## src/rtl/core/audio_format_sniffer_assert.svh

```systemverilog
// ----------------------------------------------------------------------------
// audio_format_sniffer_assert.svh
// Assertion macros shared by the sniffer RTL. Clock clk_i, reset rst_ni.
// ----------------------------------------------------------------------------
`ifndef AUDIO_FORMAT_SNIFFER_ASSERT_SVH
`define AUDIO_FORMAT_SNIFFER_ASSERT_SVH

// Checked out of reset only.
`define AFS_ASSERT(lbl, prop, msg) \
  lbl: assert property (@(posedge clk_i) disable iff (!rst_ni) prop) else $error(msg);

// Checked at every edge, reset included.
`define AFS_ASSERT_ALWAYS(lbl, prop, msg) \
  lbl: assert property (@(posedge clk_i) prop) else $error(msg);

`endif

```

## src/rtl/core/afs_pkg.sv

```systemverilog
// ----------------------------------------------------------------------------
// afs_pkg
// Types, constants and helpers for the audio format sniffer.
// ----------------------------------------------------------------------------
package afs_pkg;

  localparam int HeaderLen = 44;
  localparam int CntW      = $clog2(HeaderLen + 1);

  typedef logic [CntW-1:0] cnt_t;

  // byte positions and length thresholds
  localparam cnt_t MinLen     = CntW'(4);
  localparam cnt_t WavePos    = CntW'(8);
  localparam cnt_t WaveMinLen = CntW'(12);
  localparam cnt_t TagLowPos  = CntW'(20);
  localparam cnt_t TagHighPos = CntW'(21);
  localparam cnt_t TagMinLen  = CntW'(22);
  localparam cnt_t HeaderEnd  = CntW'(HeaderLen);

  // result codes
  localparam logic [2:0] FmtUnknown = 3'd0;
  localparam logic [2:0] FmtWavPcm  = 3'd1;
  localparam logic [2:0] FmtWavIma  = 3'd2;
  localparam logic [2:0] FmtOgg     = 3'd3;
  localparam logic [2:0] FmtMp3     = 3'd4;

  // match flag bits
  localparam int FlagRiff = 0;
  localparam int FlagWave = 1;
  localparam int FlagOgg  = 2;
  localparam int FlagId3  = 3;
  localparam logic [3:0] FlagsInit = 4'hF;

  localparam logic [15:0] TagPcm = 16'h0001;
  localparam logic [15:0] TagIma = 16'h0011;

  localparam logic [7:0] RiffMagic [4] = '{8'h52, 8'h49, 8'h46, 8'h46};
  localparam logic [7:0] WaveMagic [4] = '{8'h57, 8'h41, 8'h56, 8'h45};
  localparam logic [7:0] OggMagic  [4] = '{8'h4F, 8'h67, 8'h67, 8'h53};
  localparam logic [7:0] Id3Magic  [3] = '{8'h49, 8'h44, 8'h33};

  localparam logic [7:0] SyncByte = 8'hFF;
  localparam logic [2:0] SyncHigh = 3'b111;
  localparam logic [1:0] VersionReserved = 2'b01;
  localparam logic [1:0] LayerReserved   = 2'b00;

  typedef struct packed {
    logic [7:0] header_byte;
    logic       last_byte;
  } afs_item_t;

  // frame sync: 11 set bits, version not reserved, layer not reserved
  function automatic logic is_mp3_sync(logic [7:0] first, logic [7:0] second);
    return (first == SyncByte) && (second[7:5] == SyncHigh) &&
           (second[4:3] != VersionReserved) && (second[2:1] != LayerReserved);
  endfunction

endpackage

```

## src/rtl/core/audio_format_sniffer.sv

```systemverilog
// ----------------------------------------------------------------------------
// audio_format_sniffer
// Names the audio format of a file from its first header bytes.
// ----------------------------------------------------------------------------
//  channel  | direction | handshake              | payload
//  ---------+-----------+------------------------+----------------------------
//  in       | sink      | in_valid_i / in_stall_o | header_byte_i, last_byte_i
//  out      | source    | out_valid_o / out_stall_i | format_code_o
//
// One byte per cycle while the input is not stalled; a last byte passes the
// input register, then the result register, before its result is presented.
// Reset clears the header state; the first byte after reset is offset 0.
// A waiting result stalls input only when the held byte is a last byte;
// ordinary bytes keep flowing while the sink stalls.
// ----------------------------------------------------------------------------
`include "audio_format_sniffer_assert.svh"

module audio_format_sniffer (
  input  logic       clk_i,
  input  logic       rst_ni,
  input  logic       in_valid_i,
  output logic       in_stall_o,
  input  logic [7:0] header_byte_i,
  input  logic       last_byte_i,
  output logic       out_valid_o,
  input  logic       out_stall_i,
  output logic [2:0] format_code_o
);
  import afs_pkg::*;

  afs_item_t in_item;
  afs_item_t cur_item;
  logic      cur_valid;
  logic      take;
  logic      out_ready;
  logic [2:0] code;

  assign in_item.header_byte = header_byte_i;
  assign in_item.last_byte   = last_byte_i;

  // a last byte needs room in the result register
  assign take = cur_valid && (!cur_item.last_byte || out_ready);

  afs_in_stage u_in (
    .clk_i      (clk_i),
    .rst_ni     (rst_ni),
    .in_valid_i (in_valid_i),
    .in_stall_o (in_stall_o),
    .item_i     (in_item),
    .valid_o    (cur_valid),
    .item_o     (cur_item),
    .take_i     (take)
  );

  afs_core u_core (
    .clk_i  (clk_i),
    .rst_ni (rst_ni),
    .take_i (take),
    .item_i (cur_item),
    .code_o (code)
  );

  afs_out_stage u_out (
    .clk_i         (clk_i),
    .rst_ni        (rst_ni),
    .load_i        (take && cur_item.last_byte),
    .code_i        (code),
    .ready_o       (out_ready),
    .out_valid_o   (out_valid_o),
    .out_stall_i   (out_stall_i),
    .format_code_o (format_code_o)
  );

  `AFS_ASSERT(a_stall_cause, in_stall_o |-> cur_valid && cur_item.last_byte && out_valid_o && out_stall_i, "input stalled without a blocked result")

endmodule

```

## src/rtl/core/afs_in_stage.sv

```systemverilog
// ----------------------------------------------------------------------------
// afs_in_stage
// Input register. Holds one byte until the sniffer core takes it.
// ----------------------------------------------------------------------------
`include "audio_format_sniffer_assert.svh"

module afs_in_stage (
  input  logic              clk_i,
  input  logic              rst_ni,
  input  logic              in_valid_i,
  output logic              in_stall_o,
  input  afs_pkg::afs_item_t item_i,
  output logic              valid_o,
  output afs_pkg::afs_item_t item_o,
  input  logic              take_i
);
  import afs_pkg::*;

  logic      valid_q;
  afs_item_t item_q;
  logic      load;

  assign in_stall_o = valid_q && !take_i;
  assign load       = in_valid_i && !in_stall_o;

  always_ff @(posedge clk_i or negedge rst_ni) begin
    if (!rst_ni) begin
      valid_q <= 1'b0;
    end else if (load) begin
      valid_q <= 1'b1;
    end else if (take_i) begin
      valid_q <= 1'b0;
    end
  end

  always_ff @(posedge clk_i) begin
    if (load) begin
      item_q <= item_i;
    end
  end

  assign valid_o = valid_q;
  assign item_o  = item_q;

  `AFS_ASSERT(a_take_needs_item, take_i |-> valid_q, "core took from an empty input register")

endmodule

```

## src/rtl/core/afs_core.sv

```systemverilog
// ----------------------------------------------------------------------------
// afs_core
// Header state per file: byte count, magic match flags, format tag and
// frame sync flag. Gives the format code of the file on its last byte.
// ----------------------------------------------------------------------------
`include "audio_format_sniffer_assert.svh"

module afs_core (
  input  logic               clk_i,
  input  logic               rst_ni,
  input  logic               take_i,
  input  afs_pkg::afs_item_t item_i,
  output logic [2:0]         code_o
);
  import afs_pkg::*;

  cnt_t       cnt_q, cnt_d;
  logic [7:0] prev_q, prev_d;
  logic [3:0] flags_q, flags_d;
  logic [7:0] tag_lo_q, tag_lo_d;
  logic [7:0] tag_hi_q, tag_hi_d;
  logic       sync_q, sync_d;

  // updated state, before the end-of-file clear
  cnt_t       cnt_u;
  logic [7:0] prev_u;
  logic [3:0] flags_u;
  logic [7:0] tag_lo_u;
  logic [7:0] tag_hi_u;
  logic       sync_u;
  logic [7:0] b;
  logic [1:0] idx;

  assign b   = item_i.header_byte;
  assign idx = cnt_q[1:0];

  always_comb begin
    cnt_u    = cnt_q;
    prev_u   = prev_q;
    flags_u  = flags_q;
    tag_lo_u = tag_lo_q;
    tag_hi_u = tag_hi_q;
    sync_u   = sync_q;
    if (cnt_q < HeaderEnd) begin
      if (cnt_q < MinLen) begin
        if (b != RiffMagic[idx]) flags_u[FlagRiff] = 1'b0;
        if (b != OggMagic[idx])  flags_u[FlagOgg]  = 1'b0;
        if (idx != 2'd3 && b != Id3Magic[idx]) flags_u[FlagId3] = 1'b0;
      end
      // positions 8..11 share the low two bits with 0..3
      if (cnt_q >= WavePos && cnt_q < WaveMinLen && b != WaveMagic[idx]) begin
        flags_u[FlagWave] = 1'b0;
      end
      if (cnt_q == TagLowPos)  tag_lo_u = b;
      if (cnt_q == TagHighPos) tag_hi_u = b;
      if (cnt_q != '0 && is_mp3_sync(prev_q, b)) sync_u = 1'b1;
      prev_u = b;
      cnt_u  = cnt_q + cnt_t'(1);
    end
  end

  always_comb begin
    code_o = FmtUnknown;
    if (cnt_u < MinLen) begin
      code_o = FmtUnknown;
    end else if (cnt_u >= WaveMinLen && flags_u[FlagRiff] && flags_u[FlagWave]) begin
      if (cnt_u < TagMinLen) begin
        code_o = FmtWavPcm;
      end else if ({tag_hi_u, tag_lo_u} == TagPcm) begin
        code_o = FmtWavPcm;
      end else if ({tag_hi_u, tag_lo_u} == TagIma) begin
        code_o = FmtWavIma;
      end else begin
        code_o = FmtUnknown;
      end
    end else if (flags_u[FlagOgg]) begin
      code_o = FmtOgg;
    end else if (flags_u[FlagId3] || sync_u) begin
      code_o = FmtMp3;
    end
  end

  always_comb begin
    cnt_d    = cnt_q;
    prev_d   = prev_q;
    flags_d  = flags_q;
    tag_lo_d = tag_lo_q;
    tag_hi_d = tag_hi_q;
    sync_d   = sync_q;
    if (take_i) begin
      if (item_i.last_byte) begin
        cnt_d    = '0;
        prev_d   = '0;
        flags_d  = FlagsInit;
        tag_lo_d = '0;
        tag_hi_d = '0;
        sync_d   = 1'b0;
      end else begin
        cnt_d    = cnt_u;
        prev_d   = prev_u;
        flags_d  = flags_u;
        tag_lo_d = tag_lo_u;
        tag_hi_d = tag_hi_u;
        sync_d   = sync_u;
      end
    end
  end

  always_ff @(posedge clk_i or negedge rst_ni) begin
    if (!rst_ni) begin
      cnt_q    <= '0;
      prev_q   <= '0;
      flags_q  <= FlagsInit;
      tag_lo_q <= '0;
      tag_hi_q <= '0;
      sync_q   <= 1'b0;
    end else begin
      cnt_q    <= cnt_d;
      prev_q   <= prev_d;
      flags_q  <= flags_d;
      tag_lo_q <= tag_lo_d;
      tag_hi_q <= tag_hi_d;
      sync_q   <= sync_d;
    end
  end

  `AFS_ASSERT(a_cnt_bound, cnt_q <= HeaderEnd, "byte count ran past the header length")
  `AFS_ASSERT(a_clear_after_last,
              take_i && item_i.last_byte |=> cnt_q == '0 && flags_q == FlagsInit && !sync_q,
              "state not cleared after last byte")
  `AFS_ASSERT(a_sync_needs_pair, sync_q |-> cnt_q >= CntW'(2), "sync flag set with fewer than two bytes")

endmodule

```

## src/rtl/core/afs_out_stage.sv

```systemverilog
// ----------------------------------------------------------------------------
// afs_out_stage
// Result register. Holds the format code until the sink takes it.
// ----------------------------------------------------------------------------
`include "audio_format_sniffer_assert.svh"

module afs_out_stage (
  input  logic       clk_i,
  input  logic       rst_ni,
  input  logic       load_i,
  input  logic [2:0] code_i,
  output logic       ready_o,
  output logic       out_valid_o,
  input  logic       out_stall_i,
  output logic [2:0] format_code_o
);
  import afs_pkg::*;

  logic       valid_q;
  logic [2:0] code_q;

  assign ready_o = !valid_q || !out_stall_i;

  always_ff @(posedge clk_i or negedge rst_ni) begin
    if (!rst_ni) begin
      valid_q <= 1'b0;
    end else if (load_i) begin
      valid_q <= 1'b1;
    end else if (!out_stall_i) begin
      valid_q <= 1'b0;
    end
  end

  always_ff @(posedge clk_i) begin
    if (load_i) begin
      code_q <= code_i;
    end
  end

  assign out_valid_o   = valid_q;
  assign format_code_o = code_q;

  `AFS_ASSERT(a_load_when_free, load_i |-> ready_o, "result loaded over a waiting one")
  `AFS_ASSERT(a_code_range, valid_q |-> code_q <= FmtMp3, "format code out of range")

endmodule
```

## config.mk

```make
export PLATFORM = sky130hd
export DESIGN_NAME = audio_format_sniffer
export DESIGN_NICKNAME = d
export VERILOG_FILES = /design/src/rtl/core/afs_pkg.sv /design/src/rtl/core/audio_format_sniffer.sv /design/src/rtl/core/afs_in_stage.sv /design/src/rtl/core/afs_core.sv /design/src/rtl/core/afs_out_stage.sv
export VERILOG_INCLUDE_DIRS = /design/src /design/src/rtl/core
export SDC_FILE = /design/constraint.sdc
export NUM_CORES = 1
export LEC_CHECK = 0
export BUFFER_PORTS_ARGS = -buffer_cell sky130_fd_sc_hd__buf_2
export CAP_MARGIN = 0
export CORE_MARGIN = 3
export CORE_UTILIZATION = 63
export CTS_BUF_LIST = sky130_fd_sc_hd__clkbuf_4 sky130_fd_sc_hd__clkbuf_8
export DETAILED_ROUTE_END_ITERATION = 10
export HOLD_SLACK_MARGIN = 0.02
export PLACE_DENSITY = 0.82
export SETUP_SLACK_MARGIN = 0.1
export SLEW_MARGIN = 20
export SYNTH_ARGS = -nofsm -noshare
export SYNTH_HDL_FRONTEND = slang
export SYNTH_SLANG_ARGS = --single-unit
```

## constraint.sdc

```tcl
create_clock -name clk_i -period 3.3 [get_ports clk_i]
set_input_delay 0.66 -clock clk_i [delete_from_list [all_inputs] [get_ports clk_i]]
set_output_delay 0.66 -clock clk_i [all_outputs]
set_load 0.01 [all_outputs]
```

[Word level (Yosys, flattened, before mapping)]
Cells that the tools add are included.
Cells by class
  $add $sub $neg: 1
  shift-type cells: 0
  equality and inequality tests: 13
  $mul: 0
  bitwise gates (word level): 1
  divide/modulo/power cells: 0
  mux-type cells: 43
  magnitude comparators: 8
  reduce and logical (&&, ||, !) cells: 26
Operators by type and width (number)
  $mux 8: 16
  $bmux 8 s2: 4
  $ne 8x8->1: 4
  $eq 16x1->1 const B: 1
  $eq 16x5->1 const B: 1
  $mux 3: 5
  $logic_and 1x1->1: 13
  $eq 6x5->1 const B: 2
  $ge 6x4->1 const B: 2
  $lt 6x3->1 const B: 2
  $mux 1: 12
  $mux 6: 2
  $eq 8x8->1 const B: 1
  $mux 4: 2
  $add 6x1->6 const B: 1
  $lt 6x4->1 const B: 1
  $lt 6x5->1 const B: 1
  $lt 6x6->1 const B: 1
  $reduce_bool 2->1: 3
  $reduce_bool 6->1: 1
  $logic_not 1->1: 5
  $mux 2: 2
  $ne 2x1->1 const B: 2
  $eq 3x3->1 const B: 1
  5 further kinds: 7
Word-level totals
  memory bits (read-only): 0
  memories: 0
  input bits: 13
  RAM bits: 0
  bits in latches: 0
  flip-flop bits (word level): 49
  output and inout port bits: 5
  word-level logic and storage cells: 103

[Longest topological paths before layout]
  word-level depth: 13
  mapped depth: 9
  mapped depth without buffers: 8

[By module]
A second synthesis with hierarchy kept.
Second synthesis, totals
  cells, all modules: 290
  area, all modules: 2795.2 um^2
By module, submodules not included
  afs_core: cells each 267, times used 1, seq. area each 880.8 um^2, area each 2322.2 um^2
  afs_in_stage: cells each 14, times used 1, seq. area each 295.3 um^2, area each 327.8 um^2
  afs_out_stage: cells each 6, times used 1, seq. area each 115.1 um^2, area each 126.4 um^2
  audio_format_sniffer: cells each 3, times used 1, seq. area each 0.0 um^2, area each 18.8 um^2

[Worst setup path after synthesis]
Ideal clock, no wire load.
  path type: register to register
  start point: register u_core.cnt_q[1]
  end point: register u_out.code_q[0], in the netlist u_out.format_code_o[0], data pin
  data required time: 3.028 ns
  buffers on the path: 1
  stages on the path, launching flop included: 10
  setup time: 0.272 ns
  path slack: 0.647 ns
  clock period less this slack: 2.653 ns
  data arrival time: 2.380 ns
  cell sequence: dfrtp_1 -> clkbuf_1 -> inv_1 -> ha_1 -> or4b_1 -> a2111o_1 -> a21boi_2 -> o311ai_1 -> a21oi_1 -> a211oi_1
Between the ends
  cells in the longest elaborated chain, start to end: 11
  elaborated cells between the ends (all ways): 43
  those cells by class: 1 x add/sub; 7 x order compare; 6 x eq/ne; 24 x mux; 1 x bitwise; 4 x reduce/logical
RTL lines
  from (decl): line afs_core.sv:17  | cnt_t cnt_q, cnt_d;
  from (signal assigned): line afs_core.sv:118  | cnt_q <= cnt_d;
  parallel branches: the longest is 11 deep, another holds $add 6x1->6
  to (signal assigned): line afs_out_stage.sv:36  | code_q <= code_i;
  to (decl): line afs_out_stage.sv:20  | logic [2:0] code_q;
Parallel ways; which one is timed is not known. The select of a mux whose other input is x is not followed.
A chain may end at the register's enable or synchronous reset.

[Worst setup path in the final report]
  start point: register u_core.cnt_q[1]
  end point: register u_out.code_q[1], in the netlist u_out.format_code_o[1], data pin
The elaborated chain is that of the path after synthesis.

==> impl_metrics.csv <==
group,metric,value,unit
floorplanning,die_area,5200,µm²
power,p_total,0.00129,W
cells_and_area,fin_nets,321,
detailed_routing,num_vias,2382,
grt,grt_pass1_vias,2340,
grt,grt_pass1_wl,11000,µm
sta,fin_skew,10.9,ps
detailed_routing,drt_iter0_markers,253,
setup_path,worstSetupPathType,"register to register",
place,portBuffers,17,
synthesis,synth_seq_area_share,46.9,%
sta,setup_tns,0,ps
detailed_routing,ant_nets,0,
floorplanning,core_area,4120,µm²
clock_network,cts_setup_buffers,0,
synthesis,synth_top_area_share,30.0,%
grt,grtUsageTotal,27.2,%
cells_and_area,final_common_cell,"nand2_1",
detailed_routing,routedWlPerCell,18.1,µm
synthesis,synthCells,297,
grt,grt_max_degree,38,
clock_network,cts_tree,"built",
synthesis,synth_edf_count,12,
clock_network,clock_path_buffers,2,
place,dp_hpwl,4320,µm
sta,finalMaxSlewViolations,0,
synthesis,post-synth-top-area-cell,"dfrtp_1",
setup_path,cp-end-kind,"register",
sta,max_freq,0.362,GHz
clock_network,hold_buffers,0,
cells_and_area,layout.cells.non_filler,353,
setup_path,critPathRequiredTime,3330,ps
cells_and_area,area_delta_synth_final,6.05,%
floorplanning,die_w,72.1,µm
clock_network,cts_resized,0,
detailed_routing,wl_met1,2700,µm
clock_network,cts_root_buffer,"clkbuf_8",
sta,setup-violations-final,0,
setup_path,slowest_stage,"dfrtp_1",
synthesis,async_flop_share,75.5,%
synthesis,ys_warn_count,0,
clock_network,numCtsBuffers,5,
detailed_routing,viasPerCell,6.75,
min_path,hold_class,"primary input to asynchronous set/reset pin",
sta,hold_viol_final,0,
clock_network,clkTransAtPathRegs,90,ps
place,gp_congestion,0.892,
flow_run,cap_violations,0,
synthesis,avgSynthCellArea,9.27,µm²
setup_path,max_stage_delay,560,ps
floorplanning,die_h,72.1,µm
grt,overflow,0,
floorplanning,rows,23,
setup_path,regToRegStartpoint,"u_core.cnt_q[1]",
place,place_inst,345,
clock_network,clk-insertion-delay-late,310,ps
synthesis,syn_area,2750,µm²
setup_path,start_kind,"register",
cells_and_area,fillCellCount,333,
detailed_routing,dr.pass1.iters,7,
cells_and_area,layout_common_cells,"42 x nand2_1, 33 x dfrtp_1, 30 x o21ai_0",
detailed_routing,drc,0,
detailed_routing,met2WireLength,3050,µm
place,placed_cell_area,2830,µm²
cells_and_area,final_layout_size_suffix_gt1_share,12.9,%
setup_path,cp_data_arrival_time,2790,ps
setup_path,cp_cell_sequence,"inv_1 -> ha_1 -> or4b_1 -> a2111o_1 -> a21boi_2 -> nand2_1 -> nor2_1 -> o32ai_1",
cells_and_area,final_util,70.9,%
cells_and_area,num_antenna_cells,0,
clock_network,cts.sinks,49,
power,p_leak,1.22,nW
cells_and_area,fin_area,2920,µm²
setup_path,cp-startpoint,"u_core.cnt_q[1]",
sta,slew_headroom,45.3,%
sta,worst_pin_slew,821,ps
detailed_routing,dr_wl_met3,482,µm
cells_and_area,multi_input_area,1330,µm²
clock_network,htree_num_levels,2,
grt,antenna_found_initial,0,
power,p_per_area,442,nW/µm²
power,vdd_drop_max,0.000374,V
floorplanning,ios,18,
detailed_routing,top_layer,"met4",
synthesis,synth.net_count,316,
sta,period_share,83.6,%
status,status,"complete, no violations",
floorplanning,initial_utilization,66.9,%
synthesis,synth_cell_type_count,50,
synthesis,synth-seq-cells,49,
sta,fin_crit,2760,ps
cells_and_area,register_area,1290,µm²
sta,grt_setup_unrepaired,"no",
synthesis,yosys-top-cells-area,"dfrtp_1 30%, edfxtp_1 13%, nand2_1 5.7%",
detailed_routing,routed_wirelength,6380,µm
synthesis,synthFlopType,"dfrtp_1",
setup_path,crit_fanout,11,
-- area by class of cell --
class | instances | area share [%]
multi-input cells | 216 | 45.4
flip-flops and latches | 49 | 44.2
repair buffers | 21 | 3.94
clock buffers | 7 | 2.87
well taps | 50 | 2.14
inverters | 9 | 1.16
clock inverters | 1 | 0.257
-- stage by stage --
stage	setup WS, ps	hold slack (ps)
after floorplan	647	364
after global placement	650	487
after CTS	584	477
after detailed placement	592	499
final	540	435
after global routing	406	500
-- path summary, 6_finish.rpt --
kind	end	slack, ps	depth (start not counted)
setup / recovery	u_out.format_code_o[1]	540	8
hold / removal	u_core.tag_hi_q[5]	440	1
setup reg to reg	u_out.format_code_o[1]	540	8
hold reg to reg	u_core.flags_q[2]	520	2
max in group asynchronous	u_core.cnt_q[1]	2330	1
min in group clk_i	u_core.flags_q[2]	520	2
-- metal layers --
metal  GRT usage, %  vias to the layer above
met3           6.79                       14
met4           14.2                        0
met2           41.8                      110
li1               -                     1108
met1           35.7                     1150
met5              0                        -
-- cells in the mapped netlist, types with 2 or more instances --
master / number
nand2_1: 42
xnor2_1: 3
o2111a_1: 2
buf_2: 7
a31oi_1: 4
xor2_1: 7
nand4b_1: 3
and2_1: 5
ha_1: 6
edfxtp_1: 12
a32o_1: 2
and3_1: 9
nor2_1: 16
o211ai_1: 3
a2111oi_0: 3
o32ai_1: 2
or4_1: 4
dfrtp_1: 33
a22oi_1: 16
nand4_1: 5
nand3_1: 8
nor4_1: 6
inv_1: 9
a21oi_1: 13
a211o_1: 3
dfstp_2: 4
o21ai_0: 30
o22ai_1: 2
nand2b_1: 3
clkbuf_1: 15
-- power by group --
| group | internal, W | switching [W] | total [W] |
|---|---|---|---|
| logic | 0.0000813 | 0.000122 | 0.000203 |
| registers | 0.000666 | 0.0000588 | 0.000725 |
| clock network | 0.000167 | 0.000195 | 0.000362 |
| total | 0.000914 | 0.000376 | 0.00129 |
-- worst max-delay path: cells and delay by family, from the launching register on --
| kind | cells | cell delay (ps) |
|---|---|---|
| adder cells (fa/ha/maj) | 1 | 260 |
| buffers and inverters | 1 | 140 |
| flip-flops | 1 | 560 |
| AND/OR/NAND/NOR | 3 | 790 |
| AO/OA/AOI/OAI | 3 | 730 |
-- cell families (layout without fill, tap and decap cells) --
logic type / count (synthesis) / in the layout / share of synthesized area (%)
DFF: 49 / 49 / 46.9
adders and majority gates: 6 / 6 / 2.73
and+or+nand+nor: 106 / 106 / 19.3
xor gates and xnor gates: 10 / 10 / 3.18
AOI/OAI and AO/OA: 94 / 94 / 22.9
buffers and inverters: 32 / 38 / 4.95
-- sequential cells by signal, summed over array words and instances (netlist names) --
signal	cells
u_core.prev_q	8
u_out.out_valid_o	1
u_core.tag_lo_q	8
u_core.tag_hi_q	8
u_in.valid_o	1
u_core.sync_q	1
u_core.flags_q	4
u_out.format_code_o	3
u_core.cnt_q	6
u_in.item_o	9
Power figures use the tool's default switching activity.
